## src/rtl/gakc_pkg.sv

```systemverilog
// Shared constants, types and arithmetic helpers for the golden-angle k-space coordinate unit.
package gakc_pkg;

   localparam int SPOKE_BITS     = 16;
   localparam int SAMPLE_BITS    = 12;
   localparam int CFG_N_BITS     = 13;
   localparam int MAX_SAMPLES    = 4096;
   localparam int MIN_SAMPLES    = 2;
   localparam int N_BITS         = $clog2(MAX_SAMPLES + 1);
   localparam int RESET_SAMPLES  = 256;
   localparam int DEF_ANGLE_BITS = 24;
   localparam int DEF_COORD_BITS = 16;

   localparam int ADDR_BITS = 3;
   localparam int DATA_BITS = 32;
   localparam logic REG_SAMPLES = 1'b0;
   localparam logic REG_THREE_D = 1'b1;

   localparam int DEC_BITS = 50;
   localparam logic [DEC_BITS-1:0] DEC_ONE  = 50'd1000000000000000;
   localparam logic [DEC_BITS-1:0] GA2D_DEC = 50'd309016994374947;
   localparam logic [DEC_BITS-1:0] GM1_DEC  = 50'd465571231876768;
   localparam logic [DEC_BITS-1:0] GM2_DEC  = 50'd682327803828020;

   localparam int RADIUS_STEPS = 30;
   localparam int RADIUS_W     = RADIUS_STEPS + 1;

   localparam int CORDIC_STEPS = 30;
   localparam int CORDIC_W     = 32;
   localparam logic signed [CORDIC_W-1:0] CORDIC_GAIN = 32'sd652032874;

   localparam int SQRT_STEPS = 32;
   localparam int SQRT_W     = 64;

   typedef struct packed {
      logic signed [CORDIC_W-1:0] x;
      logic signed [CORDIC_W-1:0] y;
      logic signed [CORDIC_W-1:0] z;
   } cordic_type;

   function automatic logic [DEC_BITS-1:0] mod_add(input logic [DEC_BITS-1:0] a,
                                                   input logic [DEC_BITS-1:0] b);
      logic [DEC_BITS:0] s;
      s = {1'b0, a} + {1'b0, b};
      if (s >= {1'b0, DEC_ONE}) s = s - {1'b0, DEC_ONE};
      return s[DEC_BITS-1:0];
   endfunction

   function automatic logic signed [CORDIC_W-1:0] atan_turn(input int i);
      logic signed [CORDIC_W-1:0] a;
      case (i)
         0:  a = 32'sh20000000;
         1:  a = 32'sh12E4051D;
         2:  a = 32'sh09FB385B;
         3:  a = 32'sh051111D4;
         4:  a = 32'sh028B0D43;
         5:  a = 32'sh0145D7E1;
         6:  a = 32'sh00A2F61E;
         7:  a = 32'sh00517C55;
         8:  a = 32'sh0028BE53;
         9:  a = 32'sh00145F2E;
         10: a = 32'sh000A2F98;
         11: a = 32'sh000517CC;
         12: a = 32'sh00028BE6;
         13: a = 32'sh000145F3;
         14: a = 32'sh0000A2F9;
         15: a = 32'sh0000517C;
         16: a = 32'sh000028BE;
         17: a = 32'sh0000145F;
         18: a = 32'sh00000A2F;
         19: a = 32'sh00000517;
         20: a = 32'sh0000028B;
         21: a = 32'sh00000145;
         22: a = 32'sh000000A2;
         23: a = 32'sh00000051;
         24: a = 32'sh00000028;
         25: a = 32'sh00000014;
         26: a = 32'sh0000000A;
         27: a = 32'sh00000005;
         28: a = 32'sh00000002;
         29: a = 32'sh00000001;
         default: a = '0;
      endcase
      return a;
   endfunction

endpackage

```

## src/rtl/gakc_isqrt.sv

```systemverilog
// Pipelined integer square root of one minus the squared polar fraction.
module gakc_isqrt
   import gakc_pkg::*;
(
   input  logic        clock,
   input  logic        en,
   input  logic [30:0] f31,
   output logic [31:0] root
);

   localparam int SQ = SQRT_STEPS / 2;

   typedef struct packed {
      logic [SQRT_W-1:0] d;
      logic [SQRT_W-1:0] res;
   } sqrt_type;

   logic [SQRT_W-1:0] d0_ff;
   logic [SQRT_W-1:0] d0_in;
   sqrt_type          st_ff [SQ];
   sqrt_type          st_in [SQ];

   function automatic sqrt_type sq_step(input sqrt_type v, input int j);
      logic [SQRT_W-1:0] b;
      logic [SQRT_W-1:0] t;
      sqrt_type r;
      b = 64'd1 << (62 - 2 * j);
      t = v.res + b;
      if (v.d >= t) begin
         r.d   = v.d - t;
         r.res = (v.res >> 1) + b;
      end else begin
         r.d   = v.d;
         r.res = v.res >> 1;
      end
      return r;
   endfunction

   always_comb begin
      logic [61:0] sq;
      sqrt_type    v0;
      sq    = f31 * f31;
      d0_in = (64'd1 << 62) - {2'b00, sq};
      v0.d   = d0_ff;
      v0.res = '0;
      st_in[0] = sq_step(sq_step(v0, 0), 1);
      for (int s = 1; s < SQ; s++) begin
         st_in[s] = sq_step(sq_step(st_ff[s-1], 2 * s), 2 * s + 1);
      end
   end

   always_ff @(posedge clock) begin
      if (en) begin
         d0_ff <= d0_in;
         for (int s = 0; s < SQ; s++) st_ff[s] <= st_in[s];
      end
   end

   assign root = st_ff[SQ-1].res[31:0];

endmodule

```

## config.mk

```make
export PLATFORM = sky130hd
export DESIGN_NAME = gakc_isqrt
export DESIGN_NICKNAME = d
export VERILOG_FILES = /design/src/rtl/gakc_pkg.sv /design/src/rtl/gakc_isqrt.sv
export SDC_FILE = /design/constraint.sdc
export NUM_CORES = 2
export LEC_CHECK = 0
export BUFFER_PORTS_ARGS = -buffer_cell sky130_fd_sc_hd__buf_2
export CAP_MARGIN = 15
export CORE_ASPECT_RATIO = 0.5
export CORE_MARGIN = 2
export CORE_UTILIZATION = 48
export CTS_CLUSTER_SIZE = 8
export DETAILED_ROUTE_END_ITERATION = 10
export MAX_ROUTING_LAYER = met4
export PLACE_DENSITY = 0.66
export SLEW_MARGIN = 30
export SYNTH_ARGS = -nofsm -noshare
export SYNTH_HDL_FRONTEND = slang
export SYNTH_SLANG_ARGS = --single-unit
```

## constraint.sdc

```tcl
create_clock -name clock -period 11.2 [get_ports clock]
set_input_delay 2.8 -clock clock [delete_from_list [all_inputs] [get_ports clock]]
set_output_delay 2.8 -clock clock [all_outputs]
set_load 0.01 [all_outputs]
```

==> impl_results.md <==
- Status: complete, no violations
- Share of layout cells above drive strength 1: 0.0699
- Kind of cell adding the most delay to the critical path: adder cells
- Worst reg2reg path depth: 24
- IO Pins: 65
- Buffers on Ports: 64
- Post-synth EDFFs: 1280
- Via density per instance: 5.53
- DRC: 0
- RSZ-0062 raised after global routing: false
- Element type at the critical path end: register
- Area growth, synth to finish: 9.11%
- First-pass GRT wire length: 462 mm
- Vias in the first global route: 85245
- Unique cell type count in the Yosys netlist: 121
- Count of hold buffers inserted by post-cts repair: 0
- Largest net degree at the start of global routing: 153
- Total track usage: 0.247
- Cell mode on critical path: fa_1
- Final Critical Period: 10.72 ns
- Yosys top cell area share: 0.339
- Rows: 126
- Synth Warn #: 0
- Synthesized Nets: 13330
- Critical path data required time: 11.82 ns
- Final period util: 0.957
- Slew Viols, Final: 0
- Max-cap viol count: 0
- Register area: 0.0384 mm2
- Largest cells by area after synthesis: edfxtp_1 34%, fa_1 14%, ha_1 9.7%, inv_1 5.4%, xnor2_1 4.5%
- Detailed Route WL: 290 mm
- Dpl ws: -0.392 ns
- Final core utilization: 0.525
- Post-route ant nets: 0
- Max FO, Critical Path: 5
- Hold crit path type: reg -> reg
- Hpwl dp: 238 mm
- CTS Buf Count: 186
- Slowest cell on crit path: fa_1
- Top FF cell, synth: edfxtp_1
- Cells after synthesis: 11643
- Fillers: 21186
- Area of the mapped netlist: 0.113 mm2
- Clk_lat worst skew: 0.88 ns
- WP depth: 32
- Die area: 0.240 mm2
- Grt ovf: 0
- Worst hold stages: 0
- Arrival time at the worst endpoint: 11.34 ns
- Post-CTS setup buffers: 0
- Count leader, synth: inv_1
- Synth cell count leaders: 1633 x inv_1, 1280 x edfxtp_1, 1019 x nand2_1
- FMAX: 0.0933 GHz
- Asr flop ratio synth: 0
- Total negative slack: 0 ns
- Largest stage delay on the critical path: 0.57 ns
- CTS max path bufs: 4
- Sequential area share after synthesis: 0.339
- Final setup vio count: 0
- Post_cts resized: 0
- Initial antenna violation count: 3
- Drt pass-1 iters: 6
- Worst setup margin: 0.481 ns
- Placer Congestion: 0.949
- WP buf/inv: 8
- Slew headroom: 0.239
- Initial cell density of the core: 0.482
- Critical Setup Path Class: in -> reg
- Root Driver: clkbuf_16
- Worst slew pin tran: 1.13 ns
- Drt wl/cell: 19.3 um
- Startpoint Class: primary input
- CTS H-Tree Depth: 4
- CTS tree: built
- Clock sinks: 1280
- Die H: 348 um
- Vias: 83084
- Area taken by multi-input logic gates: 0.0673 mm2
- Die width: 691 um
- Fin Clk Skew: 0.0831 ns
- Drt first-iter violations: 4866
- Core Region: 0.235 mm2
- Nets: 13571
- Leading area contributor after synthesis: edfxtp_1
- Hold Violations, Final: 0
- CTS clk-pin slew, worst paths: 0.05 ns
- Synthesized flop and latch total: 1280
- Syn avg cell area: 9.73 um2
-- cell families (layout without fill, tap and decap cells) --
group / count (synthesis) / count (layout) / share of synthesized area
other: 0 / 2 / 0
DFF: 1280 / 1280 / 0.339
muxes: 95 / 95 / 0.00940
xor gates and xnor gates: 899 / 899 / 0.0697
buffers and inverters: 1989 / 2242 / 0.0677
adders and majority gates: 1654 / 1654 / 0.234
and+or+nand+nor: 3518 / 3518 / 0.156
AOI/OAI and AO/OA: 2208 / 2208 / 0.124
-- cell type report --
class,instances,share of cell area
multi-input combinational,8374,0.544
sequential,1280,0.311
inverter,1650,0.0501
clock buffer,194,0.0382
tap,3136,0.0317
timing repair buffer,392,0.0237
clock inverter,6,0.000962
antenna,2,0.0000405
-- cell usage in the layout (no fill, tap or decap), types with 39 or more instances in the layout --
cell,synthesis,final
nor4_1,202,199
o21ai_0,429,429
fa_1,779,779
buf_4,35,316
xor2_1,308,308
o21bai_1,89,89
a31oi_1,77,76
and3_1,79,79
or3_1,84,84
o21a_1,95,95
a211oi_1,39,39
nor2b_1,108,108
nand2b_1,98,98
nor2_1,810,810
clkbuf_16,0,188
and2_1,163,163
a21oi_1,733,733
buf_2,28,63
nand4_1,166,166
edfxtp_1,1280,1280
nand3_1,208,208
or2_2,63,63
nand2_1,1019,1019
ha_1,875,875
a21o_1,328,328
or4_1,47,47
mux2_2,78,78
nor3_1,243,241
o31ai_1,68,66
inv_1,1633,1632
xnor2_1,588,588
-- sequential cells by signal (all words and copies together), names as in the netlist --
name / flops
d0_ff: 63
st_ff: 1217
-- per-layer routing --
metal / up-vias / track usage / share of wire
li1: 40696 / - / -
met1: 39904 / 0.298 / 0.42
met2: 1892 / 0.426 / 0.49
met3: 592 / 0.0267 / 0.040
met4: 0 / 0.0997 / 0.046
met5: - / - / 0
-- through the flow --
step | instance area [um2] | cells | hold slack [ns]
finish | 124000 | 15034 | 0.415
global route | 124000 | 15033 | 0.411
CTS | 124000 | 15031 | 0.414
detailed placement | 119000 | 14831 | 0.432
global placement | 119000 | 14831 | 0.426
floorplan | 113000 | 11643 | 0.417
-- path summary, 6_finish.rpt --
check	start	endpoint	slack [ns]
hold / removal	d0_ff[30]	st_ff[0][94]	0.41
hold reg to reg	d0_ff[30]	st_ff[0][94]	0.41
setup / recovery	f31[11]	d0_ff[60]	0.48
setup reg to reg	st_ff[0][942]	st_ff[1][102]	2.79
Power is left out: the tool's default activity adds up to more than one toggle a clock period on the data nets, which glitch-free logic cannot reach.
