==> src/rtl/gakc_pkg.sv <==
// Shared constants, types and arithmetic helpers for the golden-angle k-space coordinate unit.
package gakc_pkg;

   localparam int SPOKE_BITS     = 16;
   localparam int SAMPLE_BITS    = 12;
   localparam int CFG_N_BITS     = 13;
   localparam int MAX_SAMPLES    = 4096;
   localparam int MIN_SAMPLES    = 2;
   localparam int N_BITS         = $clog2(MAX_SAMPLES + 1);
   localparam int RESET_SAMPLES  = 256;
   localparam int DEF_ANGLE_BITS = 24;
   localparam int DEF_COORD_BITS = 16;

   localparam int ADDR_BITS = 3;
   localparam int DATA_BITS = 32;
   localparam logic REG_SAMPLES = 1'b0;
   localparam logic REG_THREE_D = 1'b1;

   localparam int DEC_BITS = 50;
   localparam logic [DEC_BITS-1:0] DEC_ONE  = 50'd1000000000000000;
   localparam logic [DEC_BITS-1:0] GA2D_DEC = 50'd309016994374947;
   localparam logic [DEC_BITS-1:0] GM1_DEC  = 50'd465571231876768;
   localparam logic [DEC_BITS-1:0] GM2_DEC  = 50'd682327803828020;

   localparam int RADIUS_STEPS = 30;
   localparam int RADIUS_W     = RADIUS_STEPS + 1;

   localparam int CORDIC_STEPS = 30;
   localparam int CORDIC_W     = 32;
   localparam logic signed [CORDIC_W-1:0] CORDIC_GAIN = 32'sd652032874;

   localparam int SQRT_STEPS = 32;
   localparam int SQRT_W     = 64;

   typedef struct packed {
      logic signed [CORDIC_W-1:0] x;
      logic signed [CORDIC_W-1:0] y;
      logic signed [CORDIC_W-1:0] z;
   } cordic_type;

   function automatic logic [DEC_BITS-1:0] mod_add(input logic [DEC_BITS-1:0] a,
                                                   input logic [DEC_BITS-1:0] b);
      logic [DEC_BITS:0] s;
      s = {1'b0, a} + {1'b0, b};
      if (s >= {1'b0, DEC_ONE}) s = s - {1'b0, DEC_ONE};
      return s[DEC_BITS-1:0];
   endfunction

   function automatic logic signed [CORDIC_W-1:0] atan_turn(input int i);
      logic signed [CORDIC_W-1:0] a;
      case (i)
         0:  a = 32'sh20000000;
         1:  a = 32'sh12E4051D;
         2:  a = 32'sh09FB385B;
         3:  a = 32'sh051111D4;
         4:  a = 32'sh028B0D43;
         5:  a = 32'sh0145D7E1;
         6:  a = 32'sh00A2F61E;
         7:  a = 32'sh00517C55;
         8:  a = 32'sh0028BE53;
         9:  a = 32'sh00145F2E;
         10: a = 32'sh000A2F98;
         11: a = 32'sh000517CC;
         12: a = 32'sh00028BE6;
         13: a = 32'sh000145F3;
         14: a = 32'sh0000A2F9;
         15: a = 32'sh0000517C;
         16: a = 32'sh000028BE;
         17: a = 32'sh0000145F;
         18: a = 32'sh00000A2F;
         19: a = 32'sh00000517;
         20: a = 32'sh0000028B;
         21: a = 32'sh00000145;
         22: a = 32'sh000000A2;
         23: a = 32'sh00000051;
         24: a = 32'sh00000028;
         25: a = 32'sh00000014;
         26: a = 32'sh0000000A;
         27: a = 32'sh00000005;
         28: a = 32'sh00000002;
         29: a = 32'sh00000001;
         default: a = '0;
      endcase
      return a;
   endfunction

endpackage

==> src/rtl/gakc_radius.sv <==
// Pipelined restoring divider giving the rounded radius magnitude and its sign.
module gakc_radius
   import gakc_pkg::*;
(
   input  logic                    clock,
   input  logic                    en,
   input  logic [SAMPLE_BITS-1:0]  sample,
   input  logic [N_BITS-1:0]       n,
   output logic [RADIUS_STEPS-1:0] quo,
   output logic                    neg
);

   localparam int RS = RADIUS_STEPS / 2;
   localparam int TW = N_BITS + 1;

   logic [N_BITS-1:0]       rem_ff [RS-1];
   logic [N_BITS-1:0]       rem_in [RS-1];
   logic [RADIUS_STEPS-1:0] dv_ff  [RS-1];
   logic [RADIUS_STEPS-1:0] dv_in  [RS-1];
   logic [RADIUS_STEPS-1:0] q_ff   [RS];
   logic [RADIUS_STEPS-1:0] q_in   [RS];
   logic                    neg_ff [RS];
   logic                    neg_in [RS];

   function automatic logic [N_BITS:0] div_step(input logic [N_BITS-1:0] r,
                                                input logic b,
                                                input logic [N_BITS-1:0] nv);
      logic [N_BITS:0] t;
      logic [N_BITS:0] s;
      t = {r, b};
      s = t - {1'b0, nv};
      if (t >= {1'b0, nv}) return {1'b1, s[N_BITS-1:0]};
      return {1'b0, t[N_BITS-1:0]};
   endfunction

   always_comb begin
      logic [TW-1:0]           twice;
      logic [TW-1:0]           magw;
      logic [N_BITS-1:0]       mag;
      logic [RADIUS_STEPS-1:0] dv0;
      logic [N_BITS:0]         s1;
      logic [N_BITS:0]         s2;
      twice = TW'(sample) << 1;
      magw  = (twice >= TW'(n)) ? twice - TW'(n) : TW'(n) - twice;
      mag   = magw[N_BITS-1:0];
      dv0   = {mag[0], (RADIUS_STEPS-1)'(n >> 1)};
      s1 = div_step(mag >> 1, dv0[RADIUS_STEPS-1], n);
      s2 = div_step(s1[N_BITS-1:0], dv0[RADIUS_STEPS-2], n);
      rem_in[0] = s2[N_BITS-1:0];
      dv_in[0]  = dv0 << 2;
      q_in[0]   = {{(RADIUS_STEPS-2){1'b0}}, s1[N_BITS], s2[N_BITS]};
      neg_in[0] = twice < TW'(n);
      for (int s = 1; s < RS - 1; s++) begin
         s1 = div_step(rem_ff[s-1], dv_ff[s-1][RADIUS_STEPS-1], n);
         s2 = div_step(s1[N_BITS-1:0], dv_ff[s-1][RADIUS_STEPS-2], n);
         rem_in[s] = s2[N_BITS-1:0];
         dv_in[s]  = dv_ff[s-1] << 2;
         q_in[s]   = {q_ff[s-1][RADIUS_STEPS-3:0], s1[N_BITS], s2[N_BITS]};
         neg_in[s] = neg_ff[s-1];
      end
      s1 = div_step(rem_ff[RS-2], dv_ff[RS-2][RADIUS_STEPS-1], n);
      s2 = div_step(s1[N_BITS-1:0], dv_ff[RS-2][RADIUS_STEPS-2], n);
      q_in[RS-1]   = {q_ff[RS-2][RADIUS_STEPS-3:0], s1[N_BITS], s2[N_BITS]};
      neg_in[RS-1] = neg_ff[RS-2];
   end

   always_ff @(posedge clock) begin
      if (en) begin
         for (int s = 0; s < RS - 1; s++) begin
            rem_ff[s] <= rem_in[s];
            dv_ff[s]  <= dv_in[s];
         end
         for (int s = 0; s < RS; s++) begin
            q_ff[s]   <= q_in[s];
            neg_ff[s] <= neg_in[s];
         end
      end
   end

   assign quo = q_ff[RS-1];
   assign neg = neg_ff[RS-1];

endmodule

==> config.mk <==
export PLATFORM = sky130hd
export DESIGN_NAME = gakc_radius
export DESIGN_NICKNAME = d
export VERILOG_FILES = /design/src/rtl/gakc_pkg.sv /design/src/rtl/gakc_radius.sv
export SDC_FILE = /design/constraint.sdc
export NUM_CORES = 1
export LEC_CHECK = 0
export BUFFER_PORTS_ARGS = -buffer_cell sky130_fd_sc_hd__buf_2
export CAP_MARGIN = 20
export CORE_UTILIZATION = 29
export DETAILED_ROUTE_END_ITERATION = 6
export GPL_TIMING_DRIVEN = 0
export SETUP_SLACK_MARGIN = 0.1
export SLEW_MARGIN = 30
export SYNTH_ARGS = -nofsm -noshare
export SYNTH_HDL_FRONTEND = slang
export SYNTH_SLANG_ARGS = --single-unit
==> constraint.sdc <==
create_clock -name clock -period 27 [get_ports clock]
set_clock_uncertainty 0.05 [all_clocks]
set_input_delay 4.05 -clock clock [delete_from_list [all_inputs] [get_ports clock]]
set_output_delay 4.05 -clock clock [all_outputs]
set_load 0.005 [all_outputs]
==> impl_metrics.csv, run 1 <==
group,metric,value,unit
clock_network,clk_pin_slew,0.06,ns
floorplanning,rows,133,
placement,post_dp_cell_area,0.0414,mm^2
hold_path,hp-start,"q_ff[1][100]",
critical_path,reg2reg_depth,23,
critical_path,reg2reg_from,"dv_ff[1][27]",
finish,drive_gt1_share,15.0,%
grt,grt_pass1_wl,140000,um
critical_path,crit_type,"primary input to flop",
floorplanning,core,0.131,mm^2
clock_network,clk_path_buf_depth,3,
yosys,yosysTopAreaCellShare,44.9,%
clock_network,holdBufCountCts,0,
detailed_routing,dr.first_iter.drc_count,1496,
yosys,yosys-top-cells-area,"edfxtp_1 45%, ha_1 13%, mux2_2 6.7%, xnor2_1 4.5%, a21oi_1 3.6%",
timing,fin_setup_tns,0,ns
critical_path,crit_path_end_kind,"flop",
grt,grt.overflow.total,0,
detailed_routing,dr_total_vias,26400,
finish,nFillCells,13100,
detailed_routing,antenna_left,0,
timing,maxSlewViolCount,0,
clock_network,postCtsSetupRepairBufs,0,
floorplanning,die_y,366,um
timing,setup_viol,0,
grt,grt_usage,12.9,%
critical_path,crit_path_start_kind,"primary input",
critical_path,r2r-end,"rem_ff[1][22]",
placement,place_hpwl,61900,um
timing,hold_viol_final,0,
detailed_routing,wl,87700,um
yosys,synth_flop_cell,"edfxtp_1",
clock_network,cts.repair.resized,0,
yosys,yosys.area.top_type,"edfxtp_1",
finish,finish.net_count,3983,
finish,fin_area,0.0437,mm^2
yosys,synth_nets,3837,
critical_path,path_max_fanout,17,
hold_path,hold_path.class,"flop to flop",
timing,slew_headroom,41.8,%
grt,grt_pass1_vias,26100,
timing,fin_hold_ws,0.356,ns
critical_path,reg2reg_slack,20.27,ns
timing,timing.fmax,78.0,MHz
grt,grt_max_degree,95,
yosys,syn_inst,3385,
critical_path,crit_required,27.32,ns
timing,tightest_slew,0.867,ns
yosys,ys_types,84,
floorplanning,die_w,366,um
critical_path,max_stage_delay,0.75,ns
detailed_routing,first_pass_iters,7,
flow_run,drv_cap,0,
finish,area_growth,13.6,%
clock_network,cts.sinks,575,
yosys,netlist_area,0.0385,mm^2
grt,antenna_found_initial,1,
floorplanning,dieArea,0.134,mm^2
status,status,"finished clean",
clock_network,root_buffer,"clkbuf_16",
yosys,synth_edf_count,575,
yosys,yosys_warnings,0,
placement,port_buffers,57,
detailed_routing,vias_per_cell,4.94,
timing,layout_min_cycle_time,12.81,ns
finish,antenna_cells,0,
placement,finalWeightedCongestion,0.835,
floorplanning,pin_count,58,
hold_path,hold_end,"q_ff[1][132]",
yosys,synth-seq-cells,575,
detailed_routing,routedWlPerCell,16.4,um
critical_path,cpMaxStageDelayCell,"clkinv_1",
detailed_routing,drc,0,
yosys,ys_seq_area_share,44.9,%
yosys,async_flop_share,0,%
hold_path,whs_path_depth,0,
clock_network,tritoncts,"built",
timing,post-route-period-util,47.5,%
floorplanning,start_util,29.3,%
critical_path,arrival,13.14,ns
timing,rsz0062_at_grt,"false",
clock_network,cts_inserted_buffers,68,
clock_network,clk_latency,0.63,ns
yosys,syn_avg_cell_area,11.4,um^2
clock_network,htree_levels,3,
## cells in the final DEF (no fill, tap or decap), types with 11 or more instances in the layout
cell	synthesis	final
a31o_2	12	12
o41ai_1	14	14
nor2b_1	55	55
nor2_1	218	218
or2_2	22	22
mux2_2	228	228
and3_1	22	22
mux2i_1	29	29
buf_2	7	63
nand2_1	153	153
nand4_1	48	48
clkinv_1	1	11
a21boi_0	19	19
a21o_1	108	108
clkbuf_1	30	35
edfxtp_1	575	575
fa_1	21	21
inv_4	0	12
inv_1	136	124
or3_1	24	24
o21ai_0	175	175
and2_1	12	12
nand3_1	60	60
o31ai_1	12	12
o21bai_1	32	32
ha_1	404	404
nor3_1	82	82
o21a_1	53	53
a31oi_1	18	18
buf_4	35	35
nand2b_1	38	38
clkinv_2	0	17
xor2_1	91	91
xnor2_1	199	199
o211ai_1	22	22
a211oi_1	14	14
clkbuf_16	0	71
a21oi_1	274	274
## stage by stage
stage | setup WS (ns) | instances | util [%]
6_report | 14.19 | 5339 | 33.2
5_1_grt | 13.56 | 5339 | 33.2
4_1_cts | 14.10 | 5339 | 33.2
3_5_place_dp | 13.43 | 5216 | 31.5
3_3_place_gp | 12.71 | 5197 | 31.1
2_1_floorplan | 15.64 | 3385 | -
## final cells by class
type,count,area (um^2),share of cell area [%]
timing repair buffer,76,751,1.72
clock buffer,77,1800,4.12
buffer,76,450,1.03
multi-input combinational,2594,20200,46.3
sequential,575,17300,39.5
tap,1755,2200,5.03
inverter,140,556,1.27
clock inverter,46,450,1.03
## registers in the layout (all words and copies together) (netlist names)
register and flops:
dv_ff 138, q_ff 240, neg_ff 15, rem_ff 182
## Yosys cell counts, types with 55 or more instances
| cell | number |
|---|---|
| edfxtp_1 | 575 |
| ha_1 | 404 |
| a21oi_1 | 274 |
| mux2_2 | 228 |
| nor2_1 | 218 |
| xnor2_1 | 199 |
| o21ai_0 | 175 |
| nand2_1 | 153 |
| inv_1 | 136 |
| a21o_1 | 108 |
| xor2_1 | 91 |
| nor3_1 | 82 |
| nand3_1 | 60 |
| nor2b_1 | 55 |
## worst max-delay path: cells and delay by family
family | cells | cell delay (ns)
compound gates | 13 | 2.85
xor+xnor | 1 | 0.20
fa+ha+maj | 3 | 1.09
buf+inv | 9 | 3.94
mux | 1 | 0.31
simple gates | 5 | 0.63
## worst max path at each step
stage / slack, ns / end / cells past startpoint / start
global placement: 12.71 / q_ff[0][121] / 1 / en
global route: 13.56 / rem_ff[0][8] / 32 / n[0]
detailed placement: 13.43 / rem_ff[0][8] / 32 / n[0]
floorplan: 15.64 / rem_ff[0][10] / 31 / n[1]
CTS: 14.10 / rem_ff[0][8] / 32 / n[0]
finish: 14.19 / rem_ff[0][10] / 32 / n[0]
## layer usage
layer	track usage, %	share of wire, %	wire length (um)
met5	0	0	0
met4	4.75	3.4	2970
met3	2.10	3.9	3440
met2	21.7	47	41000
met1	16.6	46	40300
## kinds of logic (layout without fill, tap and decap cells)
logic type,Yosys count,after routing,share of synthesized area [%]
compound gates,854,854,14.4
xor+xnor,290,290,6.60
fa+ha+maj,425,425,14.2
buf+inv,216,415,2.53
flops,575,575,44.9
mux,268,268,7.88
simple gates,757,757,9.49
Power of run 1 is not shown: default switching activity piles up to over one toggle a cycle in this logic, so the estimate is an artifact.
==> run 2, diff against run 1 <==
--- a/config.mk
+++ b/config.mk
@@ -5,6 +5,7 @@
 export SDC_FILE = /design/constraint.sdc
 export NUM_CORES = 1
 export LEC_CHECK = 0
+export ABC_AREA = 1
 export BUFFER_PORTS_ARGS = -buffer_cell sky130_fd_sc_hd__buf_2
 export CAP_MARGIN = 20
 export CORE_UTILIZATION = 29
==> constraint.sdc (replaced) <==
create_clock -name clock -period 11.1 [get_ports clock]
set_clock_uncertainty 0.05 [all_clocks]
set_input_delay 1.665 -clock clock [delete_from_list [all_inputs] [get_ports clock]]
set_output_delay 1.665 -clock clock [all_outputs]
set_load 0.005 [all_outputs]
==> run 2 against run 1 <==
Net effect:
- register-to-register slack got worse by 14 ns
- highest routed layer is now met5
- worst setup slack got worse by 12 ns
- wire length increased by 16%
- global-route usage increased by 1.2 points
- flip-flop and latch count unchanged
- sequential share of layout area decreased by 2.4 points
- synthesized cell count increased by 41%
- cell count increased by 29%
- critical path type unchanged
- die area increased by 6.7%
==> impl_metrics.csv, run 2 <==
group,metric,value,unit
critical_path,crit_path_start_kind,"primary input",
critical_path,arrival,8.91,ns
yosys,yosys_warnings,0,
hold_path,hp-start,"q_ff[1][95]",
yosys,synth_nets,5234,
timing,hold_viol_final,0,
yosys,ys_types,56,
placement,place_hpwl,75000,um
yosys,syn_inst,4782,
timing,layout_min_cycle_time,8.57,ns
floorplanning,pin_count,58,
grt,met2_usage,23.5,%
finish,drive_gt1_share,7.60,%
placement,port_buffers,57,
critical_path,reg2reg_from,"dv_ff[1][27]",
grt,grt_max_degree,92,
status,status,"finished clean",
floorplanning,rows,137,
yosys,synth-seq-cells,575,
timing,timing.fmax,117,MHz
placement,finalWeightedCongestion,0.880,
yosys,yosysMostFrequentCell,"nand2_1",
critical_path,cp_common_cell,"nand2_1",
detailed_routing,drc,0,
floorplanning,die_w,378,um
detailed_routing,dr.first_iter.drc_count,2158,
critical_path,max_stage_delay,0.70,ns
grt,grt_busiest_layer,"met2",
grt,grtUsageMet3,2.07,%
finish,regMostFlops,"q_ff",
grt,grt.overflow.total,0,
detailed_routing,wl,102000,um
finish,final_common_cell,"nand2_1",
finish,area_growth,13.4,%
critical_path,crit_start,"n[0]",
grt,grtUsageMet1,18.9,%
floorplanning,start_util,29.3,%
finish,reg_top3,"q_ff (240), rem_ff (182), dv_ff (138)",
clock_network,cts_inserted_buffers,72,
finish,finish.net_count,5384,
detailed_routing,dr_total_vias,32400,
yosys,ys_seq_area_share,42.1,%
floorplanning,die_y,378,um
yosys,yosysTopAreaCellShare,42.1,%
critical_path,path_max_fanout,27,
timing,setup_viol,0,
yosys,async_flop_share,0,%
flow_run,drv_cap,0,
yosys,synth_flop_cell,"edfxtp_1",
detailed_routing,vias_per_cell,4.71,
finish,nFillCells,14400,
grt,antenna_found_initial,4,
yosys,yosys-top-cells-count,"1428 x nand2_1, 575 x edfxtp_1, 459 x inv_1",
detailed_routing,routedWlPerCell,14.8,um
clock_network,clk_pin_slew,0.05,ns
floorplanning,core,0.140,mm^2
clock_network,root_buffer,"clkbuf_16",
clock_network,cts.repair.resized,0,
grt,grt_usage,14.1,%
clock_network,clk_path_buf_depth,3,
timing,fin_setup_tns,0,ns
clock_network,cts.sinks,575,
grt,grt_pass1_vias,31100,
yosys,synth_edf_count,575,
critical_path,crit_path_end_kind,"flop",
timing,rsz0062_at_grt,"false",
hold_path,hold_path.class,"flop to flop",
critical_path,crit_type,"primary input to flop",
detailed_routing,antenna_left,0,
clock_network,clk_latency,0.66,ns
critical_path,crit_required,11.44,ns
clock_network,holdBufCountCts,0,
clock_network,postCtsSetupRepairBufs,0,
yosys,yosys-top-cells-area,"edfxtp_1 42%, nand2_1 13%, ha_1 12%, inv_1 4.2%, a21oi_1 4.0%",
clock_network,tritoncts,"built",
timing,slew_headroom,37.8,%
timing,tightest_slew,0.933,ns
timing,maxSlewViolCount,0,
grt,grt_pass1_wl,163000,um
critical_path,cpMaxStageDelayCell,"buf_2",
finish,layout_common_cells,"1428 x nand2_1, 575 x edfxtp_1, 447 x inv_1, 404 x ha_1, 329 x a21oi_1",
yosys,yosys.area.top_type,"edfxtp_1",
critical_path,path_buf_inv,9,
timing,post-route-period-util,77.2,%
finish,largest_reg_flops,240,
finish,final_core_util,33.3,%
floorplanning,dieArea,0.143,mm^2
yosys,syn_avg_cell_area,8.59,um^2
critical_path,path_delay_family,"buffers and inverters",
yosys,netlist_area,0.0411,mm^2
detailed_routing,first_pass_iters,5,
clock_network,htree_levels,3,
run 2: cell count changes in the layout (fill, tap and decap cells not counted), moves of 55 or more:
cell	before	now
nand2_1	153	1428
inv_1	124	447
mux2_2	228	1
nand3_1	60	254
nor2_1	218	302
xor2_1	91	173
xnor2_1	199	123
a21o_1	108	39
nand4_1	48	113
a21oi_1	274	329
nor2b_1	55	0
run 2: layout make-up:
class	instances	area (um^2)	share of cell area [%]
antenna	4	10.0	0.0215
buffer	93	643	1.38
clock buffer	87	1860	3.99
clock inverter	43	532	1.14
inverter	473	1810	3.88
multi-input combinational	3641	21400	45.9
sequential	575	17300	37.1
tap	1876	2350	5.04
timing repair buffer	76	728	1.56
run 2: per-layer routing:
layer,vias up,wire [um]
met1,15000,47700
met2,636,46700
met5,-,13
li1,16600,-
met3,149,5050
met4,2,2480
run 2: final timing paths:
| kind | end | slack, ns | cells past startpoint |
|---|---|---|---|
| worst max register to register | rem_ff[1][25] | 6.24 | 25 |
| worst min-delay path | q_ff[1][127] | 0.35 | 0 |
| worst min register to register | q_ff[1][127] | 0.35 | 0 |
| worst max-delay path | rem_ff[0][6] | 2.53 | 36 |
run 2: cells by family after synthesis:
family / count (synthesis) / share of synthesized area (%)
compound gates: 687 / 9.39
xor+xnor: 296 / 6.31
fa+ha+maj: 425 / 13.3
buf+inv: 566 / 5.88
flops: 575 / 42.1
mux: 1 / 0.0274
simple gates: 2232 / 23.0
run 2: stage by stage:
step	hold WS, ns	std cells	setup WS (ns)	area (um^2)
2_1_floorplan	0.350	4782	3.71	41100
3_3_place_gp	0.351	6715	-0.802	43700
3_5_place_dp	0.355	6734	1.84	44200
4_1_cts	0.362	6864	2.54	46600
5_1_grt	0.367	6864	2.11	46600
6_report	0.350	6868	2.53	46600
Power of run 2 is left out for the same reason.
